[src/rtl/uuid_text_parser_unit_assert.svh]
// ----------------------------------------------------------------------------
// uuid_text_parser_unit_assert.svh
// Assertion macros used by the UUID text parser unit RTL.
// ----------------------------------------------------------------------------
`ifndef UUID_TEXT_PARSER_UNIT_ASSERT_SVH
`define UUID_TEXT_PARSER_UNIT_ASSERT_SVH

// Condition holds at every clock edge out of reset.
`define UTP_ASSERT_ALWAYS(label, cond, msg) \
   label: assert property (@(posedge clock) disable iff (reset) (cond)) \
      else $error(msg);

// Antecedent implies consequent in the same cycle.
`define UTP_ASSERT_IMPLY(label, pre, post, msg) \
   label: assert property (@(posedge clock) disable iff (reset) (pre) |-> (post)) \
      else $error(msg);

// Antecedent implies consequent in the following cycle.
`define UTP_ASSERT_NEXT(label, pre, post, msg) \
   label: assert property (@(posedge clock) disable iff (reset) (pre) |=> (post)) \
      else $error(msg);

`endif

[src/rtl/utp_pkg.sv]
// ----------------------------------------------------------------------------
// utp_pkg
// Types, character codes and the hex decode for the UUID text parser.
// ----------------------------------------------------------------------------
package utp_pkg;

   localparam int unsigned DIGIT_W      = 6;
   localparam int unsigned WORD_W       = 64;
   localparam int unsigned DIGITS_TOTAL = 32;
   localparam int unsigned DIGITS_HIGH  = 16;

   // request kinds
   localparam logic KIND_CHAR = 1'b0;
   localparam logic KIND_END  = 1'b1;

   localparam logic [7:0] CH_OPEN  = 8'h7B;
   localparam logic [7:0] CH_CLOSE = 8'h7D;
   localparam logic [7:0] CH_DASH  = 8'h2D;

   localparam logic [DIGIT_W-1:0] DASH_POS_FIRST = DIGIT_W'(8);
   localparam logic [DIGIT_W-1:0] DASH_POS_A     = DIGIT_W'(12);
   localparam logic [DIGIT_W-1:0] DASH_POS_B     = DIGIT_W'(16);
   localparam logic [DIGIT_W-1:0] DASH_POS_C     = DIGIT_W'(20);
   localparam logic [DIGIT_W-1:0] DIGITS_FULL    = DIGIT_W'(DIGITS_TOTAL);
   localparam logic [DIGIT_W-1:0] DIGITS_SPLIT   = DIGIT_W'(DIGITS_HIGH);

   typedef struct packed {
      logic               started;
      logic               has_brace;
      logic               dash_mode;
      logic               dash_taken;
      logic [DIGIT_W-1:0] digits_seen;
      logic               brace_closed;
      logic               error_seen;
   } utp_flags_type;

   typedef struct packed {
      utp_flags_type flags;
      logic          shift_en;
      logic [3:0]    nibble;
   } utp_step_type;

   // bit 4 set: not a hex digit
   function automatic logic [4:0] hex_value(input logic [7:0] c);
      logic [4:0] v;
      v = 5'h10;
      if (c >= 8'h30 && c <= 8'h39) begin
         v = {1'b0, 4'(c - 8'h30)};
      end else if (c >= 8'h61 && c <= 8'h66) begin
         v = {1'b0, 4'(c - 8'h61 + 8'd10)};
      end else if (c >= 8'h41 && c <= 8'h46) begin
         v = {1'b0, 4'(c - 8'h41 + 8'd10)};
      end
      return v;
   endfunction

endpackage

[src/rtl/utp_char_step.sv]
// ----------------------------------------------------------------------------
// utp_char_step
// Next parser state for one string character.
// ----------------------------------------------------------------------------
module utp_char_step (
   input  utp_pkg::utp_flags_type cur,
   input  logic [7:0]             ch,
   output utp_pkg::utp_step_type  nxt
);
   import utp_pkg::*;

   logic [4:0] hexv;
   logic       dash_slot;

   assign hexv      = hex_value(ch);
   assign dash_slot = (cur.digits_seen == DASH_POS_A) || (cur.digits_seen == DASH_POS_B) ||
                      (cur.digits_seen == DASH_POS_C);

   always_comb begin
      nxt          = '0;
      nxt.flags    = cur;
      nxt.nibble   = hexv[3:0];
      nxt.shift_en = 1'b0;
      if (!cur.error_seen) begin
         nxt.flags.started = 1'b1;
         priority if (!cur.started && ch == CH_OPEN) begin
            nxt.flags.has_brace = 1'b1;
         end else if (cur.digits_seen >= DIGITS_FULL) begin
            // only a single closing brace may follow the digits
            if (cur.has_brace && !cur.brace_closed && ch == CH_CLOSE) begin
               nxt.flags.brace_closed = 1'b1;
            end else begin
               nxt.flags.error_seen = 1'b1;
            end
         end else if (cur.digits_seen == DASH_POS_FIRST && !cur.dash_taken &&
                      ch == CH_DASH) begin
            nxt.flags.dash_mode  = 1'b1;
            nxt.flags.dash_taken = 1'b1;
         end else if (cur.dash_mode && !cur.dash_taken && dash_slot) begin
            if (ch == CH_DASH) begin
               nxt.flags.dash_taken = 1'b1;
            end else begin
               nxt.flags.error_seen = 1'b1;
            end
         end else if (hexv[4]) begin
            nxt.flags.error_seen = 1'b1;
         end else begin
            nxt.shift_en          = 1'b1;
            nxt.flags.digits_seen = cur.digits_seen + DIGIT_W'(1);
            nxt.flags.dash_taken  = 1'b0;
         end
      end
   end

endmodule

[src/rtl/uuid_text_parser_unit.sv]
// ----------------------------------------------------------------------------
// uuid_text_parser_unit: streaming UUID text parser, one character a request.
// Response path: an end request is held in the input register, then registered as the response.
// Throughput: one request a cycle; an end request waits while a response is held.
// Reset: synchronous; parser flags and both channel valids clear at once.
// ----------------------------------------------------------------------------
`include "uuid_text_parser_unit_assert.svh"

module uuid_text_parser_unit (
   input  logic                         clock,
   input  logic                         reset,
   input  logic                         req_valid,
   output logic                         req_stall,
   input  logic                         req_kind,
   input  logic [7:0]                   req_character,
   output logic                         rsp_valid,
   input  logic                         rsp_stall,
   output logic [utp_pkg::WORD_W-1:0]   rsp_uuid_high,
   output logic [utp_pkg::WORD_W-1:0]   rsp_uuid_low,
   output logic                         rsp_valid_res
);
   import utp_pkg::*;

   // input register
   logic              in_valid_ff, in_valid_in;
   logic              in_kind_ff;
   logic [7:0]        in_char_ff;

   // parser state
   utp_flags_type     flags_ff, flags_in;
   logic [WORD_W-1:0] hi_ff, hi_in;
   logic [WORD_W-1:0] lo_ff, lo_in;

   // response register
   logic              out_valid_ff, out_valid_in;
   logic [WORD_W-1:0] out_hi_ff, out_lo_ff;
   logic              out_ok_ff;

   utp_step_type      step;
   logic              out_free;
   logic              advance;
   logic              take_req;
   logic              end_adv;
   logic              char_adv;
   logic              ok;

   utp_char_step u_step (
      .cur (flags_ff),
      .ch  (in_char_ff),
      .nxt (step)
   );

   // A character request never waits; an end request needs the response slot.
   assign out_free  = !out_valid_ff || !rsp_stall;
   assign advance   = in_valid_ff && (in_kind_ff == KIND_CHAR || out_free);
   assign req_stall = in_valid_ff && !advance;
   assign take_req  = req_valid && !req_stall;
   assign end_adv   = advance && in_kind_ff == KIND_END;
   assign char_adv  = advance && in_kind_ff == KIND_CHAR;

   assign in_valid_in = req_stall ? in_valid_ff : req_valid;

   // well formed: all digits, brace closed if opened, no error
   assign ok = !flags_ff.error_seen && flags_ff.started &&
               flags_ff.digits_seen == DIGITS_FULL &&
               (!flags_ff.has_brace || flags_ff.brace_closed);

   always_comb begin
      flags_in = flags_ff;
      hi_in    = hi_ff;
      lo_in    = lo_ff;
      if (end_adv) begin
         flags_in = '0;
      end else if (char_adv) begin
         flags_in = step.flags;
         // digits 0..15 fill the high word, 16..31 the low word
         if (step.shift_en && flags_ff.digits_seen < DIGITS_SPLIT) begin
            hi_in = {hi_ff[WORD_W-5:0], step.nibble};
         end else if (step.shift_en) begin
            lo_in = {lo_ff[WORD_W-5:0], step.nibble};
         end
      end
   end

   always_comb begin
      out_valid_in = out_valid_ff;
      if (end_adv) begin
         out_valid_in = 1'b1;
      end else if (!rsp_stall) begin
         out_valid_in = 1'b0;
      end
   end

   always_ff @(posedge clock) begin
      if (reset) begin
         in_valid_ff  <= 1'b0;
         flags_ff     <= '0;
         out_valid_ff <= 1'b0;
      end else begin
         in_valid_ff  <= in_valid_in;
         flags_ff     <= flags_in;
         out_valid_ff <= out_valid_in;
      end
   end

   // payload: no reset; words are fully rewritten before any valid response
   always_ff @(posedge clock) begin
      hi_ff <= hi_in;
      lo_ff <= lo_in;
      if (take_req) begin
         in_kind_ff <= req_kind;
         in_char_ff <= req_character;
      end
      if (end_adv) begin
         out_hi_ff <= ok ? hi_ff : '0;
         out_lo_ff <= ok ? lo_ff : '0;
         out_ok_ff <= ok;
      end
   end

   assign rsp_valid     = out_valid_ff;
   assign rsp_uuid_high = out_hi_ff;
   assign rsp_uuid_low  = out_lo_ff;
   assign rsp_valid_res = out_ok_ff;

   `UTP_ASSERT_ALWAYS(a_digits_bound, flags_ff.digits_seen <= DIGITS_FULL, "digit count past 32")
   `UTP_ASSERT_IMPLY(a_close_needs_open, flags_ff.brace_closed,
      flags_ff.has_brace && flags_ff.digits_seen == DIGITS_FULL, "brace closed out of order")
   `UTP_ASSERT_IMPLY(a_bad_is_zero, rsp_valid && !rsp_valid_res,
      rsp_uuid_high == '0 && rsp_uuid_low == '0, "invalid response carries a value")
   `UTP_ASSERT_NEXT(a_end_clears, end_adv,
      !flags_ff.started && flags_ff.digits_seen == '0 && !flags_ff.error_seen,
      "parser state not cleared after end")
   `UTP_ASSERT_IMPLY(a_stall_needs_item, req_stall, in_valid_ff, "stall with empty input register")

endmodule

[config.mk]
export PLATFORM = sky130hd
export DESIGN_NAME = uuid_text_parser_unit
export DESIGN_NICKNAME = d
export VERILOG_FILES = /design/src/rtl/utp_pkg.sv /design/src/rtl/utp_char_step.sv /design/src/rtl/uuid_text_parser_unit.sv
export VERILOG_INCLUDE_DIRS = /design/src /design/src/rtl
export SDC_FILE = /design/constraint.sdc
export NUM_CORES = 1
export LEC_CHECK = 0
export BUFFER_PORTS_ARGS = -buffer_cell sky130_fd_sc_hd__buf_2
export CORE_UTILIZATION = 55
export CTS_BUF_LIST = sky130_fd_sc_hd__clkbuf_16
export DETAILED_ROUTE_END_ITERATION = 8
export GPL_TIMING_DRIVEN = 0
export HOLD_SLACK_MARGIN = 0.06
export PLACE_DENSITY_LB_ADDON = 0.3
export SYNTH_ARGS = -nofsm -noshare
export SYNTH_HDL_FRONTEND = slang
export SYNTH_HIERARCHICAL = 1
export SYNTH_SLANG_ARGS = --single-unit
[constraint.sdc]
create_clock -name clock -period 26.4 [get_ports clock]
set_input_delay 5.28 -clock clock [delete_from_list [all_inputs] [get_ports clock]]
set_output_delay 5.28 -clock clock [all_outputs]
set_load 0.01 [all_outputs]
== Yosys cells after proc, flatten, opt, wreduce, memory -nomap -nowiden ==
Cells that the tools add are included.
Storage, ports and cells
  bits in registers: 280
  logic and storage cells: 112
  output and inout bits: 131
  input port bits: 13
Operators by class
  magnitude comparators: 8
  reductions and logical operators: 42
  $add $sub $neg: 6
  eq/ne operators: 11
  mux-type cells: 20
  bitwise gates (word level): 9
Operators by type and width (count)
  logical AND 1 bit: 19
  equality test 8 x 7 -> 1 bit, second input constant: 2
  greater-or-equal comparator 8 x 7 -> 1 bit, second input constant: 2
  less-or-equal comparator 8 x 7 -> 1 bit, second input constant: 2
  2-to-1 mux 5 bit: 3
  2-to-1 mux 1 bit: 13
  equality test 6 x 4 -> 1 bit, second input constant: 2
  equality test 6 x 5 -> 1 bit, second input constant: 2
  subtractor 4 x 1 -> 4 bit, second input constant: 3
  AND reduction 5 bit: 2
  zero test 1 bit: 9
  NOT 1 bit: 9
  adder 4 bit, second input constant: 2
  equality test 8 x 6 -> 1 bit, second input constant: 1
  greater-or-equal comparator 8 x 6 -> 1 bit, second input constant: 1
  less-or-equal comparator 8 x 6 -> 1 bit, second input constant: 1
  2-to-1 mux 7 bit: 1
  AND reduction 7 bit: 1
  adder 6 x 1 -> 6 bit, second input constant: 1
  equality test 6 bit, second input constant: 1
  greater-or-equal comparator 6 bit, second input constant: 1
  less-than comparator 6 x 5 -> 1 bit, second input constant: 1
  2-to-1 mux 2 bit: 3
  AND reduction 3 bit: 2
  8 further kinds: 12

== Depth between registers and ports, before layout ==
  depth in word-level cells: 14
  gate-level depth with buffers: 9
  mapped depth without buffers: 9

== By module ==
The synthesis kept the hierarchy.
By module, submodules not included
  uuid_text_parser_unit: instances 1, area each 9596.7 um^2, seq. area each 8267.9 um^2, cells each 495
  utp_char_step: instances 1, area each 501.7 um^2, seq. area each 0.0 um^2, cells each 67

== Least setup slack after synthesis ==
Ideal clock, no wire load.
  path kind: input to register
  from: input port rsp_stall
  to: register out_hi_ff[0], in the netlist rsp_uuid_high[0] (enable)
  setup time: 661 ps
  arrival time: 11510 ps
  stages: 1
  slack: 14229 ps
  buffers on the path: 0
  data required time: 25739 ps
  cell sequence: a21oi_1
Between the ends
  longest elaborated chain between the ends: 5
Ends and longest elaborated chain
  from (decl): line uuid_text_parser_unit.sv:17  | input logic rsp_stall,
  zero test 1 bit
  logical OR 1 bit: line uuid_text_parser_unit.sv:54  | assign out_free = !out_valid_ff || !rsp_stall;
  logical OR 1 bit: line uuid_text_parser_unit.sv:55  | assign advance = in_valid_ff && (in_kind_ff == KIND_CHAR || out_free);
  logical AND 1 bit: line uuid_text_parser_unit.sv:55
  logical AND 1 bit: line uuid_text_parser_unit.sv:58  | assign end_adv = advance && in_kind_ff == KIND_END;
  to (signal assigned): line uuid_text_parser_unit.sv:115  | out_hi_ff <= ok ? hi_ff : '0;
  to (decl): line uuid_text_parser_unit.sv:36  | logic [WORD_W-1:0] out_hi_ff, out_lo_ff;
Every way passes these cells.
A chain may end at the register's enable or synchronous reset.

== Worst setup path in the final report ==
  from: input port rsp_stall
  to: output port req_stall
Between the ends
  longest elaborated chain between the ends: 6
Ends and longest elaborated chain
  zero test 1 bit
  logical OR 1 bit: line uuid_text_parser_unit.sv:54
  logical OR 1 bit: line uuid_text_parser_unit.sv:55
  logical AND 1 bit: line uuid_text_parser_unit.sv:55
  zero test 1 bit: line uuid_text_parser_unit.sv:56  | assign req_stall = in_valid_ff && !advance;
  logical AND 1 bit: line uuid_text_parser_unit.sv:56
  to (decl): line uuid_text_parser_unit.sv:13  | output logic req_stall,
Every way passes these cells.

==> qor.txt <==
status -> finished clean
max_cap viols -> 0
Area growth syn-to-layout -> 19.6%
CP max stage cell -> nor2_1
Max FO, Critical Path -> 3
minimum clock period -> 11.13 ns
Tot GR Track Use -> 18.6%
final hold violations -> 0
Synth top area share -> 79.1%
ANT cells -> 0
initial antenna violation count -> 0
die area -> 0.0189 mm^2
CTS Buf Count -> 27
Slew @ Worst Pin -> 1.21 ns
average vias per placed instance -> 5.32
number of synthesized flops with an enable pin -> 266
Synth cell types -> 49
post-synthesis compound-gate area fraction -> 2.70%
Yosys warnings -> 6
Pwr Density -> 71.1 mW/mm^2
crit end category -> output pin
CTS root buf -> clkbuf_16
Crit path depth -> 4
port bufs -> 143
largest net degree at the start of global routing -> 38
maximum operating frequency -> 89.8 MHz
Congestion Overflow GR -> 0
post-synthesis mux area share -> 0%
VDD IR-drop max -> 48.1 uV
critical path class -> in -> out
clk buf depth -> 3
critical path's top delay family -> simple AND/OR/NAND/NOR gates
post-route ant nets -> 0
drt first pass iters -> 5
Hold Buf Count CTS -> 0
Post-Synth Simple-Gate Area -> 11.6%
CTS Sinks -> 280
critical path required time -> 21.12 ns
Leakage -> 4.82 nW
Mapped Cells -> 562
FILL cells -> 1,217
ranking of synthesized cells by area -> edfxtp_1, and3_1, dfxtp_1
gpl congestion -> 0.875
Buf/Inv on CP -> 2
sequential cell area -> 0.00827 mm^2
largest family of logic cells by synthesized area -> simple AND/OR/NAND/NOR gates
Starting Density -> 56.2%
vias in the first global route -> 5,087
WHS Path Cells -> 0
most used cell, CP -> buf_2
# setup viols final -> 0
top_reg_cell synth -> edfxtp_1
cell area after synthesis -> 0.0101 mm^2
Worst path max stage delay -> 0.20 ns
H-tree levels -> 1
FF+latch count, synth -> 280
DRT iter0 DRCs -> 410
post-synthesis adder-cell area fraction -> 0.620%
buffers inserted by post-CTS timing repair -> 0
HP Class -> reg -> reg
via count -> 5,268
final net count -> 762
core box area -> 0.0180 mm^2
Post-Syn Nets -> 580
# IOs -> 144
post-CTS sizing -> 0
Rel. slew slack -> 18.6%
die extent in y -> 138 um
xor-xnor portion of the synthesized cell area -> 0.434%
area of the multi-input gates -> 0.00157 mm^2
Reg clk slew, reported paths -> 0.06 ns
Worst Path Arrival -> 5.85 ns
Site Rows -> 49
syn avg cell area -> 18.0 um^2
worst path cell trace -> buf_2 > nand2_1 > nor2_1 > buf_2
TritonCTS clock tree -> built
largest area contributor in the netlist -> edfxtp_1
post-detail-place hpwl -> 11,800 um
CP Launch Type -> input port
share of cells above drive strength 1 -> 28.3%
R2R depth -> 8
Die W -> 138 um
setup TNS -> 0 ns
post-synthesis sequential area ratio -> 81.9%
DRC errors left -> 0
Post-synth ARST share -> 0%
routed len/inst -> 17.7 um
final wirelength -> 17,500 um
Worst Skew -> 0.0132 ns
Tcrit/Tclk final -> 42.2%
max-slew violations -> 0
Layout Cells excl Fill -> 990
clk_lat worst skew -> 0.53 ns
Placed Instances -> 944
first-pass GRT wire length -> 26,700 um
RSZ-0062 raised after global routing -> no
[final cells by class]
cell class,count,share of cell area (%)
Inverter,7,0.217
Clock buffer,27,5.59
Buffer,31,2.12
Tap cell,229,2.37
Timing Repair Buffer,153,7.28
Clock inverter,19,0.973
Sequential cell,280,68.4
Multi-Input combinational cell,244,13.0
[final timing paths]
check	start	endpoint	slack, ns
setup reg to reg	in_char_ff[3]	hi_ff[20]	22.78
setup / recovery	rsp_stall	req_stall	15.27
hold / removal	lo_ff[0]	lo_ff[4]	0.44
hold reg to reg	lo_ff[0]	lo_ff[4]	0.44
[cells by family (layout without fill, tap and decap cells)]
| family | Yosys count | in the layout |
|---|---|---|
| flip-flops | 280 | 280 |
| AND/OR/NAND/NOR | 196 | 196 |
| AO/OA/AOI/OAI | 38 | 38 |
| buffers and inverters | 38 | 237 |
| adder cells (fa/ha/maj) | 5 | 5 |
| XOR/XNOR | 5 | 5 |
[metal layers]
layer | vias to the layer above | part of all wire (%) | global-route usage [%]
met5 | - | 0 | 0
met4 | 0 | 1.7 | 5.31
met3 | 23 | 4.6 | 3.05
met2 | 136 | 51 | 31.3
met1 | 2571 | 43 | 25.1
li1 | 2538 | - | -
[metrics by stage]
stage / hold slack, ns / instance area [um^2] / worst slack [ns] / total power [mW] / util, %
final: 0.435 / 12100 / 15.27 / 0.859 / 67.3
after global routing: 0.443 / 12100 / 15.20 / 0.884 / 67.3
after CTS: 0.436 / 12100 / 15.27 / 0.866 / 67.3
after detailed placement: 0.423 / 11300 / 15.27 / 0.523 / 62.8
after global placement: 0.423 / 11100 / 12.15 / 0.523 / 61.8
after floorplan: 0.417 / 10100 / 14.23 / 0.514 / -
[cell usage in the layout, fill, tap and decap left out, drive strengths merged, types with 4 or more instances in the layout]
cell    Yosys  layout
edfxtp    266     266
buf        13     166
and3      129     129
clkbuf     18      45
nand2      34      34
inv         7      17
a21oi      16      16
dfxtp      14      14
o21ai       8       8
clkinv      0       8
nor2        6       6
ha          5       5
xnor2       4       4
[report_power, final]
part | switching [mW] | leakage [nW] | internal (mW)
registers | 0.00258 | 2.58 | 0.487
logic | 0.0143 | 1.81 | 0.00958
clock network | 0.150 | 0.424 | 0.195
total | 0.167 | 4.82 | 0.692
[flip-flops by register name, summed over array words and instances (netlist names)]
name           count
hi_ff             64
lo_ff             64
rsp_uuid_high     64
rsp_uuid_low      64
flags_ff          12
in_char_ff         8
in_kind_ff         1
in_valid_ff        1
rsp_valid          1
rsp_valid_res      1
[Yosys cell counts, drive strengths merged, types with 2 or more instances]
master  count
edfxtp    266
and3      129
nand2      34
clkbuf     18
a21oi      16
dfxtp      14
buf        13
o21ai       8
inv         7
nor2        6
ha          5
xnor2       4
nand4       3
nor3        3
nor3b       3
and2        2
nand2b      2
nand4b      2
nor2b       2
o21bai      2
[worst reg2reg max path: stages (launching register included)]
cell	delay [ns]
edfxtp_1	0.44
or4b_4	0.57
a311o_1	0.41
a2111oi_4	0.56
nand2_1	0.21
nor3_2	0.44
buf_6	0.25
buf_4	0.24
buf_8	0.19
Note: power is estimated with default switching activity, not from simulation.
